File: config.mk
export PLATFORM = sky130hd
export DESIGN_NAME = selective_repeat_sender_window
export DESIGN_NICKNAME = d
export VERILOG_FILES = /design/src/hw/rtl/srsw_pkg.sv /design/src/hw/rtl/srsw_front.sv /design/src/hw/rtl/srsw_back.sv /design/src/hw/rtl/selective_repeat_sender_window.sv
export VERILOG_INCLUDE_DIRS = /design/src /design/src/hw/rtl
export SDC_FILE = /design/constraint.sdc
export NUM_CORES = 1
export LEC_CHECK = 0
export CAP_MARGIN = 20
export CORE_AREA = 4 4 286 288
export CTS_CLUSTER_SIZE = 25
export DETAILED_ROUTE_END_ITERATION = 10
export DIE_AREA = 0 0 290 292
export DONT_BUFFER_PORTS = 1
export PLACE_DENSITY_LB_ADDON = 0.2
export SETUP_SLACK_MARGIN = 0.3
export SLEW_MARGIN = 20
export SYNTH_ARGS = -nofsm -noshare
export SYNTH_HDL_FRONTEND = slang
export SYNTH_SLANG_ARGS = --single-unit
File: constraint.sdc
create_clock -name clk_i -period 5.3 [get_ports clk_i]
set_input_delay 0 -clock clk_i [delete_from_list [all_inputs] [get_ports clk_i]]
set_output_delay 0 -clock clk_i [all_outputs]
set_load 0.01 [all_outputs]
File: src/hw/rtl/assert_macros.svh
// Assertion macros shared by the RTL. Synthesis builds define SYNTH so that
// the macros expand to nothing.
`ifndef ASSERT_MACROS_SVH
`define ASSERT_MACROS_SVH

`ifndef SYNTH

// Same-cycle implication on the rising edge of clk_i, off during reset.
`define ASSERT_IMP(lbl, ante, cons) \
  lbl: assert property (@(posedge clk_i) disable iff (!rst_ni) (ante) |-> (cons)) \
    else $error("assertion failed");

// Next-cycle implication on the rising edge of clk_i, off during reset.
`define ASSERT_NXT(lbl, ante, cons) \
  lbl: assert property (@(posedge clk_i) disable iff (!rst_ni) (ante) |=> (cons)) \
    else $error("assertion failed");

`else

`define ASSERT_IMP(lbl, ante, cons)
`define ASSERT_NXT(lbl, ante, cons)

`endif

`endif

File: src/hw/rtl/srsw_pkg.sv
package srsw_pkg;

  localparam int unsigned DEF_WINDOW_SLOTS = 16;
  localparam int unsigned SEND_CAP         = 16;

  localparam logic [4:0]  RST_WINDOW_SIZE   = 5'd16;
  localparam logic [31:0] RST_TOTAL_PACKETS = 32'd0;
  localparam logic [7:0]  RST_MAX_RETRY     = 8'd5;

  typedef enum logic [1:0] {
    OP_START   = 2'd0,
    OP_ACK     = 2'd1,
    OP_TIMEOUT = 2'd2,
    OP_DONE    = 2'd3
  } op_e;

  typedef enum logic [1:0] {
    ST_RUNNING   = 2'd0,
    ST_COMPLETED = 2'd1,
    ST_EXHAUSTED = 2'd2,
    ST_IGNORED   = 2'd3
  } status_e;

  typedef enum logic [1:0] {
    CFG_WINDOW_SIZE   = 2'd0,
    CFG_TOTAL_PACKETS = 2'd1,
    CFG_MAX_RETRY     = 2'd2,
    CFG_UNUSED        = 2'd3
  } cfg_idx_e;

  typedef struct packed {
    logic [1:0]  op;
    logic [31:0] ack_seq;
  } in_item_t;

  typedef struct packed {
    logic        is_send;
    logic        is_resend;
    logic [3:0]  slot;
    logic [31:0] send_seq;
    logic [1:0]  status;
    logic        last;
  } out_item_t;

  // Decoded request as it travels from the front end to the engine.
  typedef struct packed {
    op_e         op;
    logic [31:0] ack_seq;
  } cmd_t;

endpackage

File: src/hw/rtl/srsw_front.sv
module srsw_front
  import srsw_pkg::*;
(
  input  logic     clk_i,
  input  logic     rst_ni,
  input  logic     in_valid_i,
  output logic     in_stall_o,
  input  in_item_t in_i,
  output logic     q_valid_o,
  input  logic     q_pop_i,
  output cmd_t     q_cmd_o
);

  // Two-entry queue of decoded requests.
  cmd_t       mem_q [2];
  logic       wr_q;
  logic       rd_q;
  logic [1:0] cnt_q;
  logic       push;
  logic       pop;
  cmd_t       cmd_in;

  assign in_stall_o = (cnt_q == 2'd2);
  assign push       = in_valid_i && !in_stall_o;
  assign q_valid_o  = (cnt_q != 2'd0);
  assign pop        = q_pop_i && q_valid_o;
  assign q_cmd_o    = mem_q[rd_q];

  always_comb begin
    cmd_in.ack_seq = in_i.ack_seq;
    unique case (in_i.op)
      2'd0:    cmd_in.op = OP_START;
      2'd1:    cmd_in.op = OP_ACK;
      2'd2:    cmd_in.op = OP_TIMEOUT;
      default: cmd_in.op = OP_DONE;
    endcase
  end

  always_ff @(posedge clk_i) begin
    if (push) begin
      mem_q[wr_q] <= cmd_in;
    end
  end

  always_ff @(posedge clk_i or negedge rst_ni) begin
    if (!rst_ni) begin
      wr_q  <= 1'b0;
      rd_q  <= 1'b0;
      cnt_q <= 2'd0;
    end else begin
      if (push) begin
        wr_q <= !wr_q;
      end
      if (pop) begin
        rd_q <= !rd_q;
      end
      if (push && !pop) begin
        cnt_q <= cnt_q + 2'd1;
      end else if (pop && !push) begin
        cnt_q <= cnt_q - 2'd1;
      end
    end
  end

endmodule

File: src/hw/rtl/srsw_back.sv
module srsw_back
  import srsw_pkg::*;
#(
  parameter int unsigned WINDOW_SLOTS = DEF_WINDOW_SLOTS
) (
  input  logic        clk_i,
  input  logic        rst_ni,
  input  logic        q_valid_i,
  output logic        q_pop_o,
  input  cmd_t        q_cmd_i,
  input  logic [4:0]  w_eff_i,
  input  logic [31:0] total_i,
  input  logic [7:0]  max_retry_i,
  output logic        out_valid_o,
  input  logic        out_stall_i,
  output out_item_t   out_o
);

  localparam int unsigned IW = (WINDOW_SLOTS > 1) ? $clog2(WINDOW_SLOTS) : 1;
  localparam int unsigned CW = $clog2(WINDOW_SLOTS + 1);

  typedef enum logic [2:0] {
    S_IDLE,
    S_LOAD,
    S_MATCH,
    S_BASE,
    S_TX,
    S_FINAL
  } state_e;

  state_e               state_q;
  state_e               ret_q;
  logic [31:0]          seq_q [WINDOW_SLOTS];
  logic [WINDOW_SLOTS-1:0] valid_q;
  logic [WINDOW_SLOTS-1:0] sent_q;
  logic [WINDOW_SLOTS-1:0] acked_q;
  logic [31:0]          base_q;
  logic [31:0]          next_q;
  logic [7:0]           retry_q;
  logic                 sending_q;
  logic [CW-1:0]        cnt_q;
  logic [4:0]           n_q;
  logic                 again_q;
  status_e              status_q;
  logic [31:0]          ack_q;
  logic                 out_valid_q;
  out_item_t            out_q;

  logic [IW-1:0] idx;
  logic          last_w;
  logic          last_all;
  logic          in_win;
  logic          out_free;
  logic          need;
  logic [31:0]   want;
  logic [7:0]    retry_inc;
  logic          has_more;

  assign idx       = cnt_q[IW-1:0];
  assign last_w    = (32'(cnt_q) == 32'(w_eff_i) - 32'd1);
  assign last_all  = (32'(cnt_q) == 32'(WINDOW_SLOTS - 1));
  assign in_win    = (32'(cnt_q) < 32'(w_eff_i));
  assign out_free  = !out_valid_q || !out_stall_i;
  assign need      = valid_q[idx] && (!sent_q[idx] || (again_q && !acked_q[idx]));
  assign want      = base_q + 32'd1;
  assign retry_inc = (retry_q == 8'hFF) ? 8'hFF : retry_q + 8'd1;
  assign has_more  = (next_q < total_i);
  assign q_pop_o   = (state_q == S_IDLE) && q_valid_i;

  assign out_valid_o = out_valid_q;
  assign out_o       = out_q;

  always_ff @(posedge clk_i or negedge rst_ni) begin
    if (!rst_ni) begin
      state_q     <= S_IDLE;
      ret_q       <= S_FINAL;
      for (int i = 0; i < int'(WINDOW_SLOTS); i++) begin
        seq_q[i] <= 32'd0;
      end
      valid_q     <= '0;
      sent_q      <= '0;
      acked_q     <= '0;
      base_q      <= '1;
      next_q      <= 32'd0;
      retry_q     <= 8'd0;
      sending_q   <= 1'b0;
      cnt_q       <= '0;
      n_q         <= 5'd0;
      again_q     <= 1'b0;
      status_q    <= ST_RUNNING;
      ack_q       <= 32'd0;
      out_valid_q <= 1'b0;
      out_q       <= '0;
    end else begin
      if (out_valid_q && !out_stall_i) begin
        out_valid_q <= 1'b0;
      end
      unique case (state_q)
        S_IDLE: begin
          if (q_valid_i) begin
            ack_q    <= q_cmd_i.ack_seq;
            n_q      <= 5'd0;
            cnt_q    <= '0;
            status_q <= ST_RUNNING;
            again_q  <= 1'b0;
            ret_q    <= S_FINAL;
            unique case (q_cmd_i.op)
              OP_START: begin
                if (sending_q) begin
                  status_q <= ST_IGNORED;
                  state_q  <= S_FINAL;
                end else begin
                  base_q    <= '1;
                  next_q    <= 32'd0;
                  retry_q   <= 8'd0;
                  sending_q <= 1'b1;
                  state_q   <= S_LOAD;
                end
              end
              OP_ACK: begin
                if (!sending_q) begin
                  status_q <= ST_IGNORED;
                  state_q  <= S_FINAL;
                end else begin
                  state_q <= S_MATCH;
                end
              end
              OP_TIMEOUT: begin
                if (!sending_q) begin
                  status_q <= ST_IGNORED;
                  state_q  <= S_FINAL;
                end else begin
                  retry_q <= retry_inc;
                  if (retry_inc >= max_retry_i) begin
                    sending_q <= 1'b0;
                    status_q  <= ST_EXHAUSTED;
                    state_q   <= S_FINAL;
                  end else begin
                    again_q <= 1'b1;
                    state_q <= S_TX;
                  end
                end
              end
              default: begin
                if (sending_q) begin
                  sending_q <= 1'b0;
                  status_q  <= ST_COMPLETED;
                end else begin
                  status_q <= ST_IGNORED;
                end
                state_q <= S_FINAL;
              end
            endcase
          end
        end

        S_LOAD: begin
          sent_q[idx]  <= 1'b0;
          acked_q[idx] <= 1'b0;
          if (in_win && has_more) begin
            seq_q[idx]   <= next_q;
            valid_q[idx] <= 1'b1;
            next_q       <= next_q + 32'd1;
          end else begin
            valid_q[idx] <= 1'b0;
          end
          if (last_all) begin
            cnt_q   <= '0;
            again_q <= 1'b0;
            ret_q   <= S_FINAL;
            state_q <= S_TX;
          end else begin
            cnt_q <= cnt_q + CW'(1);
          end
        end

        S_MATCH: begin
          if (valid_q[idx] && (seq_q[idx] == ack_q)) begin
            acked_q[idx] <= 1'b1;
            cnt_q        <= '0;
            state_q      <= S_BASE;
          end else if (last_w) begin
            cnt_q   <= '0;
            state_q <= S_BASE;
          end else begin
            cnt_q <= cnt_q + CW'(1);
          end
        end

        S_BASE: begin
          if (valid_q[idx] && acked_q[idx] && (seq_q[idx] == want)) begin
            // Window base moves up; the freed slot takes the next frame.
            base_q       <= want;
            sent_q[idx]  <= 1'b0;
            acked_q[idx] <= 1'b0;
            if (has_more) begin
              seq_q[idx]   <= next_q;
              valid_q[idx] <= 1'b1;
              next_q       <= next_q + 32'd1;
            end else begin
              valid_q[idx] <= 1'b0;
            end
            retry_q <= 8'd0;
            cnt_q   <= '0;
            again_q <= 1'b0;
            ret_q   <= S_BASE;
            state_q <= S_TX;
          end else if (last_w) begin
            state_q <= S_FINAL;
          end else begin
            cnt_q <= cnt_q + CW'(1);
          end
        end

        S_TX: begin
          if (!need || (n_q >= 5'(SEND_CAP)) || out_free) begin
            if (need) begin
              sent_q[idx] <= 1'b1;
              if (n_q < 5'(SEND_CAP)) begin
                out_valid_q     <= 1'b1;
                out_q.is_send   <= 1'b1;
                out_q.is_resend <= again_q;
                out_q.slot      <= 4'(idx);
                out_q.send_seq  <= seq_q[idx];
                out_q.status    <= ST_RUNNING;
                out_q.last      <= 1'b0;
                n_q             <= n_q + 5'd1;
              end
            end
            if (last_w) begin
              cnt_q   <= '0;
              state_q <= ret_q;
            end else begin
              cnt_q <= cnt_q + CW'(1);
            end
          end
        end

        S_FINAL: begin
          if (out_free) begin
            out_valid_q     <= 1'b1;
            out_q.is_send   <= 1'b0;
            out_q.is_resend <= 1'b0;
            out_q.slot      <= 4'd0;
            out_q.send_seq  <= 32'd0;
            out_q.status    <= status_q;
            out_q.last      <= 1'b1;
            state_q         <= S_IDLE;
          end
        end

        default: begin
          state_q <= S_IDLE;
        end
      endcase
    end
  end

endmodule

File: src/hw/rtl/selective_repeat_sender_window.sv
// Sender side of a selective-repeat ARQ window. Each request (start,
// acknowledge, timeout tick, completed notice) yields zero or more send orders
// in slot order, followed by one closing result with last set that carries the
// status. A request is decoded and parked in a two-entry queue, so the input
// side keeps taking requests while the window engine works, until the queue is
// full; the engine visits one window slot per clock unless a send order waits
// for the output register. A start runs a clearing pass over all slots, then a
// send pass over the w live slots; an acknowledge runs a match search over the
// window, then, per slot the base advances over, a base search and a send
// pass, then a closing base search; a timeout below the retry limit runs a
// resend pass over the window, and a completed notice goes straight to the
// closing result, where w is the effective window size. Each send order also
// waits for the output register to be free. Configuration writes are taken in
// every cycle and must only be issued while the block is idle.
`include "assert_macros.svh"

module selective_repeat_sender_window
  import srsw_pkg::*;
#(
  parameter int unsigned WINDOW_SLOTS = DEF_WINDOW_SLOTS
) (
  input  logic        clk_i,
  input  logic        rst_ni,
  input  logic        in_valid_i,
  output logic        in_stall_o,
  input  in_item_t    in_i,
  output logic        out_valid_o,
  input  logic        out_stall_i,
  output out_item_t   out_o,
  input  logic        cfg_valid_i,
  output logic        cfg_ready_o,
  input  logic [1:0]  cfg_index_i,
  input  logic [31:0] cfg_data_i
);

  // The send pass never reports more than sixteen slots, so the usable window
  // is capped at the smaller of the slot count and sixteen.
  localparam logic [4:0] WIN_CAP = (WINDOW_SLOTS < SEND_CAP) ? 5'(WINDOW_SLOTS)
                                                            : 5'(SEND_CAP);

  logic [4:0]  window_size_q;
  logic [31:0] total_packets_q;
  logic [7:0]  max_retry_q;
  logic [4:0]  w_eff;

  logic        q_valid;
  logic        q_pop;
  cmd_t        q_cmd;

  assign cfg_ready_o = 1'b1;

  always_ff @(posedge clk_i or negedge rst_ni) begin
    if (!rst_ni) begin
      window_size_q   <= RST_WINDOW_SIZE;
      total_packets_q <= RST_TOTAL_PACKETS;
      max_retry_q     <= RST_MAX_RETRY;
    end else if (cfg_valid_i && cfg_ready_o) begin
      unique case (cfg_index_i)
        CFG_WINDOW_SIZE:   window_size_q   <= cfg_data_i[4:0];
        CFG_TOTAL_PACKETS: total_packets_q <= cfg_data_i;
        CFG_MAX_RETRY:     max_retry_q     <= cfg_data_i[7:0];
        default: ;
      endcase
    end
  end

  // A window size of zero behaves as one; anything above the cap is clipped.
  always_comb begin
    if (window_size_q == 5'd0) begin
      w_eff = 5'd1;
    end else if (window_size_q > WIN_CAP) begin
      w_eff = WIN_CAP;
    end else begin
      w_eff = window_size_q;
    end
  end

  srsw_front u_front (
    .clk_i      (clk_i),
    .rst_ni     (rst_ni),
    .in_valid_i (in_valid_i),
    .in_stall_o (in_stall_o),
    .in_i       (in_i),
    .q_valid_o  (q_valid),
    .q_pop_i    (q_pop),
    .q_cmd_o    (q_cmd)
  );

  srsw_back #(
    .WINDOW_SLOTS (WINDOW_SLOTS)
  ) u_back (
    .clk_i       (clk_i),
    .rst_ni      (rst_ni),
    .q_valid_i   (q_valid),
    .q_pop_o     (q_pop),
    .q_cmd_i     (q_cmd),
    .w_eff_i     (w_eff),
    .total_i     (total_packets_q),
    .max_retry_i (max_retry_q),
    .out_valid_o (out_valid_o),
    .out_stall_i (out_stall_i),
    .out_o       (out_o)
  );

  // A send order is always a running, non-final result.
  `ASSERT_IMP(a_send_running, out_valid_o && out_o.is_send, (out_o.status == ST_RUNNING) && !out_o.last)
  // A retransmission is always a send order.
  `ASSERT_IMP(a_resend_is_send, out_valid_o && out_o.is_resend, out_o.is_send)
  // The closing result is last and carries no slot or sequence number.
  `ASSERT_IMP(a_final_clean, out_valid_o && !out_o.is_send, out_o.last && (out_o.slot == 4'd0) && (out_o.send_seq == 32'd0))
  // A retry limit write lands in the register on the next cycle.
  `ASSERT_NXT(a_cfg_retry, cfg_valid_i && cfg_ready_o && (cfg_index_i == CFG_MAX_RETRY), max_retry_q == $past(cfg_data_i[7:0]))

endmodule
Word level (Yosys, flattened, before mapping)
Memories as Yosys holds them, arrays and structs flattened.
Cells that the tools add are included.
Cells by class
  eq/ne operators: 36
  multiplexer cells: 111
  reduce and logical (&&, ||, !) cells: 60
  add/subtract/negate cells: 8
  bitwise logic cells: 9
  $lt $le $gt $ge: 10
Operators by type and width (number)
  two-way mux 512 bit: 3
  one-hot mux 512 bit (2 select lines): 1
  bitwise mux 512 bit: 1
  two-way mux 32 bit: 13
  two-way mux 41 bit: 4
  binary-select mux 32 bit (select 4 bit): 1
  demux 32 bit (select 4 bit): 1
  two-way mux 16 bit: 8
  one-hot mux 16 bit (3 select lines): 2
  one-hot mux 32 bit (3 select lines): 1
  one-hot mux 41 bit (2 select lines): 1
  adder 32 x 1 -> 32 bit (second input constant): 2
  == test 32 bit: 2
  one-hot mux 32 bit (2 select lines): 1
  two-way mux 5 bit: 12
  bitwise AND 16 bit: 3
  OR 16 bit: 3
  two-way mux 3 bit: 15
  two-way mux 8 bit: 5
  == test 5 x 32 -> 1 bit: 1
  less-than comparator 32 bit: 1
  one-hot mux 16 bit (2 select lines): 1
  one-hot mux 8 bit (2 select lines): 2
  one-hot mux 5 bit (5 select lines): 1
  other kinds (53): 149
Word-level totals
  bits of input ports: 73
  output and inout bits: 44
  memories: 1
  memory bits (writable): 68
  register bits after elaboration: 775
  word-level logic and storage cells: 278
Memory list
  u_front.mem_q: words 2, bits a word 34, rd ports 1, clocked after Yosys merged registers in 0, write ports 1, line srsw_front.sv:15  | cmd_t mem_q [2];

Depth between registers and ports, before layout
  depth after elaboration: 11
  gate-level depth with buffers: 19

Modules after synthesis
From an unflattened synthesis, not the netlist that was laid out.
Second synthesis, totals
  cell total of the unflattened synthesis: 3366
  area total of the unflattened synthesis: 42156.7 um2
Modules (own cells, without submodules)
  srsw_back: area each 37462.2 um2, instances 1, cells each 3134
  srsw_front: area each 2812.7 um2, instances 1, cells each 127
  selective_repeat_sender_window: area each 1881.8 um2, instances 1, cells each 105

Worst setup path before layout
No wires, ideal clock.
  path type: reg-to-reg
  from: register u_back.cnt_q[0]
  to: register u_back.seq_q[458] (netlist name)
  period minus slack after synthesis: 4179 ps
  cell stages (with the launch flop): 18
  data arrival time: 4051 ps
  setup slack: 1121 ps
  path buffers: 6
  cell sequence: dfrtp_1 > buf_6 > buf_6 > buf_4 > buf_2 > mux4_2 > a22oi_1 > nand2_1 > xnor2_1 > nor3_1 > nand4_1 > nor4_2 > nand3_1 > a211o_1 > buf_6 > nor2_8 > buf_6 > mux2_1
On the way
  cells in the longest elaborated chain, start to end: 9
  elaborated cells between the ends (all ways): 26
  classes of those cells: order compare: 3; eq/ne: 3; mux: 14; bitwise: 1; reduce/logical: 5
Ends and longest elaborated chain
  start, declared: line srsw_back.sv:41  | logic [CW-1:0] cnt_q;
  start signal, assigned: line srsw_back.sv:173  | cnt_q <= cnt_q + CW'(1);
  start signal, assigned: line srsw_back.sv:186  | cnt_q <= cnt_q + CW'(1);
  start signal, assigned: line srsw_back.sv:211  | cnt_q <= cnt_q + CW'(1);
  NOT 4 -> 5 bit (not written as such): line srsw_back.sv:161, srsw_back.sv:191, srsw_back.sv:197
  greater-or-equal comparator 5 bit (not written as such) or less-than comparator 5 x 1 -> 1 bit (tied branches): line srsw_back.sv:161, srsw_back.sv:197
  logical AND 1 bit (not written as such): line srsw_back.sv:161, srsw_back.sv:197
  two-way mux 32 bit (not written as such): line srsw_back.sv:161, srsw_back.sv:197
  demux 32 bit (select 4 bit): line srsw_back.sv:161, srsw_back.sv:197
  bitwise mux 512 bit: line srsw_back.sv:161, srsw_back.sv:197
  two-way mux 512 bit: line srsw_back.sv:196  | if (has_more) begin
  two-way mux 512 bit: line srsw_back.sv:191  | if (valid_q[idx] && acked_q[idx] && (seq_q[idx] == want)) begin
  one-hot mux 512 bit (2 select lines): line srsw_back.sv:98  | unique case (state_q)
  end signal, assigned by index: line srsw_back.sv:161  | seq_q[idx] <= next_q;
  end signal, assigned by index: line srsw_back.sv:197  | seq_q[idx] <= next_q;
  end, declared: line srsw_back.sv:33  | logic [31:0] seq_q [WINDOW_SLOTS];
Parallel ways exist; a longest one is shown, timed or not. The select of a mux whose other input is x is not followed.
A chain may end at the register's enable or synchronous reset.

Worst setup path in the final report
  from: register u_back.cnt_q[1]
  to: register u_back.next_q[28]
On the way
  cells in the longest elaborated chain, start to end: 8
  elaborated cells between the ends (all ways): 16
  classes of those cells: order compare: 1; eq/ne: 3; mux: 7; bitwise: 1; reduce/logical: 4
Ends and longest elaborated chain
  NOT 4 -> 5 bit (not written as such): line srsw_back.sv:191
  binary-select mux 32 bit (select 4 bit): line srsw_back.sv:191
  two-way mux 32 bit (not written as such) (2 in series): line srsw_back.sv:191
  == test 32 bit: line srsw_back.sv:191
  logical AND 1 bit: line srsw_back.sv:191
  inequality test 2 x 1 -> 1 bit (no source line)
  AND reduction 7 bit (no source line) *
  end signal, assigned: line srsw_back.sv:163  | next_q <= next_q + 32'd1;
  end signal, assigned: line srsw_back.sv:199  | next_q <= next_q + 32'd1;
  end, declared: line srsw_back.sv:38  | logic [31:0] next_q;
Mark *: on every way between the ends. The rest lies on a longest branch, timed or not. The select of a mux whose other input is x is not followed.

==> flow_metrics.py <==
metrics = {
    "detailed_routing": {
        "antenna_left": 0,
        "vias": 28252,
        "via_per_inst": 6.21,
        "drc_errors": 0,
        "finalWirelength_um": 118000,
        "drt-initial-drc-count": 2570,
        "wl_per_cell_um": 25.9,
        "dr.pass1.iters": 8,
    },
    "worst_setup_path": {
        "critPathArrivalTime_ns": 5.42,
        "required_ns": 5.83,
        "crit_path_max_fanout": 18,
        "r2r_start": "u_back.cnt_q[1]$_DFFE_PN0P_",
        "timing_worst_setup_path_type": "register to register",
        "start_kind": "register",
        "crit_start": "u_back.cnt_q[1]$_DFFE_PN0P_",
        "cp-end-kind": "register",
    },
    "timing": {
        "min_period_ns": 4.89,
        "fin_hold_ws_ns": -0.00194,
        "fin_crit_sh": 0.922,
        "finalSetupTns_ns": 0,
        "slew_violations": 0,
        "rsz0062_at_grt": "no",
        "worstMarginPinSlew_ns": 1.09,
        "fmax_ghz": 0.205,
        "max_slew_margin": 0.274,
        "finalHoldViolations": 1,
        "skew_ns": 0.0415,
        "setup_violations": 0,
    },
    "yosys": {
        "netlist_area_mm2": 0.0417,
        "netlist.top_cell.by_area": "dfrtp_1",
        "synth_seq_cells": 842,
        "synth_top_area_frac": 0.443,
        "ys_warn_count": 0,
        "syn_nets": 3432,
        "synth_edf_count": 68,
        "syn_avg_cell_area_um2": 12.6,
        "synth_cell_types": 84,
        "async_flop_share": 0.919,
        "ys_seq_area_frac": 0.514,
        "synth_cells": 3303,
        "synth.area.top_cells": "dfrtp_1 44%, mux2_1 13%, mux4_2 5.0%, edfxtp_1 4.9%, mux2i_1 4.0%",
        "synth-main-ff-cell": "dfrtp_1",
    },
    "cts": {
        "clockBufferDepth": 3,
        "h-tree-depth": 3,
        "cts_tree": "built",
        "cts.sinks": 842,
        "cts_root_buf": "clkbuf_16",
        "clk_latency_ns": 0.66,
        "cts_made_buffers": 91,
        "clkTransAtPathRegs_ns": 0.06,
    },
    "cells_and_area": {
        "nets": 3552,
        "utilization": 0.604,
        "seq_area_mm2": 0.0215,
        "multiInputGateArea_mm2": 0.0186,
        "final_cell_mix": "734 x dfrtp_1, 478 x mux2_1, 167 x nand2_1",
        "layout-drive-gt1-share": 0.180,
        "fill_cells": 6142,
        "synthToLayoutAreaGrowth_pct": 14.2,
        "layout_commonest_cell": "dfrtp_1",
    },
    "floorplan": {
        "core_mm2": 0.0789,
        "boundaryPins": 117,
        "start_util": 0.529,
        "die_w_um": 290,
        "placementRows": 103,
        "die_h_um": 292,
        "dieArea_mm2": 0.0847,
    },
    "global_route": {
        "grt_use_total": 0.275,
        "grt_max_degree": 775,
        "antenna_found_initial": 2,
        "grt_pass1_wl_um": 180000,
        "grt.overflow.total": 0,
        "grt_pass1_vias": 28801,
    },
    "status": {
        "violations": "hold timing",
        "status": "finished, violations left",
    },
    "power": {
        "ir_drop_mv": 0.266,
        "p_leak_nw": 22.5,
        "p_per_area_mw_per_mm2": 450,
    },
    "min_path": {
        "hp-class": "input port to asynchronous set/reset pin",
    },
    "placed_design": {
        "io_buffers": 0,
        "finalWeightedCongestion": 0.897,
        "detailed_place_hpwl_um": 80600,
    },
    "job": {
        "maxCapViolCount": 0,
    },
}
[cell usage after synthesis (7+ instances only)]
cell / instances
a211oi_1: 14
a21o_1: 25
a21oi_1: 98
a22o_1: 25
a22oi_1: 38
a31oi_1: 52
and2_1: 15
and3_1: 33
buf_1: 15
buf_2: 30
buf_4: 38
buf_6: 32
clkbuf_1: 146
dfrtp_1: 738
dfstp_2: 36
edfxtp_1: 68
ha_1: 56
inv_1: 75
mux2_1: 478
mux2_2: 108
mux2i_1: 166
mux4_2: 93
nand2_1: 170
nand2b_1: 32
nand3_1: 51
nand4_1: 34
nor2_1: 118
nor2_4: 7
nor2_8: 9
nor2b_1: 13
nor3_1: 41
nor4_1: 10
o211ai_1: 7
o21a_1: 27
o21ai_0: 115
o21ai_1: 7
o22a_1: 9
o22ai_1: 7
o31ai_1: 70
or3_1: 14
xnor2_1: 56
xor2_1: 30
[state kept, by name, indices dropped and copies added, names as in the netlist, 3 cells and up, named ones only]
register,count
u_front.mem_q,68
max_retry_q,8
u_back.ack_q,32
u_back.out_o,41
u_back.n_q,5
u_back.retry_q,8
total_packets_q,32
u_back.state_q,3
u_back.next_q,32
u_back.cnt_q,5
u_back.seq_q,512
u_back.base_q,32
window_size_q,5
[critical path, stage by stage (launching register included)]
cell	delay, ns
dfrtp_4	0.54
buf_4	0.31
buf_4	0.35
mux2i_1	0.18
a22o_1	0.25
a221oi_1	0.39
buf_4	0.23
a211oi_1	0.07
nor4_1	0.31
nand4_1	0.15
nor4_2	0.28
buf_4	0.15
nand3_1	0.11
a211o_4	0.42
buf_12	0.18
buf_4	0.22
or2_1	0.29
o31ai_1	0.28
[power breakdown]
group | internal [W] | switching, W | total (W)
clock network | 0.00363 | 0.00269 | 0.00631
logic | 0.00264 | 0.00430 | 0.00693
registers | 0.00731 | 0.000861 | 0.00818
total | 0.0136 | 0.00785 | 0.0214
[layer usage]
metal / GRT usage / routed length [um] / vias to the layer above
li1: - / - / 12362
met1: 0.388 / 51200 / 14752
met2: 0.448 / 55900 / 932
met3: 0.0403 / 7070 / 206
met4: 0.0787 / 3470 / 0
met5: 0 / 0 / -
[cell type report]
class / instances / area share
antenna: 2 / 0.000105
inverter: 76 / 0.00599
multi-input combinational: 2121 / 0.391
clock inverter: 47 / 0.00859
timing repair buffer: 291 / 0.0625
clock buffer: 121 / 0.0540
tap: 1050 / 0.0276
sequential: 842 / 0.451
[final timing paths]
check                                                        to  slack [ns]  depth (start not counted)
worst max-delay path              u_back.next_q[28]$_DFFE_PN0P_        0.41                         17
worst min-delay path              u_back.retry_q[1]$_DFFE_PN0P_      -0.002                          2
worst max register to register    u_back.next_q[28]$_DFFE_PN0P_        0.41                         17
worst min register to register    u_back.seq_q[428]$_DFFE_PN0P_        0.48                          1
max in group asynchronous       total_packets_q[25]$_DFFE_PN0P_        3.17                          4
min in group clk_i               total_packets_q[5]$_DFFE_PN0P_        0.03                          3
[cells by family (layout without fill, tap and decap cells)]
logic type      after synthesis  after routing  synth area share
buf+inv                     340            535            0.0418
compound gates              548            548            0.0873
flops                       842            842             0.514
other cells                   1              3         0.0000899
xor+xnor                     87             87            0.0186
mux                         845            845             0.248
simple gates                584            584            0.0732
fa+ha+maj                    56             56            0.0168
[repair_timing]
| item | in CTS | in global routing |
|---|---|---|
| setup buffers | 3 | 5 |
| hold endpoints to repair | 962 | 599 |
| resized for setup | 1 | 10 |
| hold buffers | 108 | 2 |
| setup endpoints to repair | 252 | 558 |
[stage by stage]
stage	instance area (um^2)	setup slack, ns	hold slack (ns)	std cells	power [W]
2_1_floorplan	41700	1.12	-0.296	3303	0.0125
6_report	47600	0.411	-0.00194	4550	0.0214
3_3_place_gp	43300	0.0802	-0.248	4257	0.0147
4_1_cts	47400	0.290	-0.949	4536	0.0213
3_5_place_dp	43300	0.138	-0.253	4257	0.0148
5_1_grt	47600	0.306	0.0273	4549	0.0224
Power figures use the tool's default switching activity.
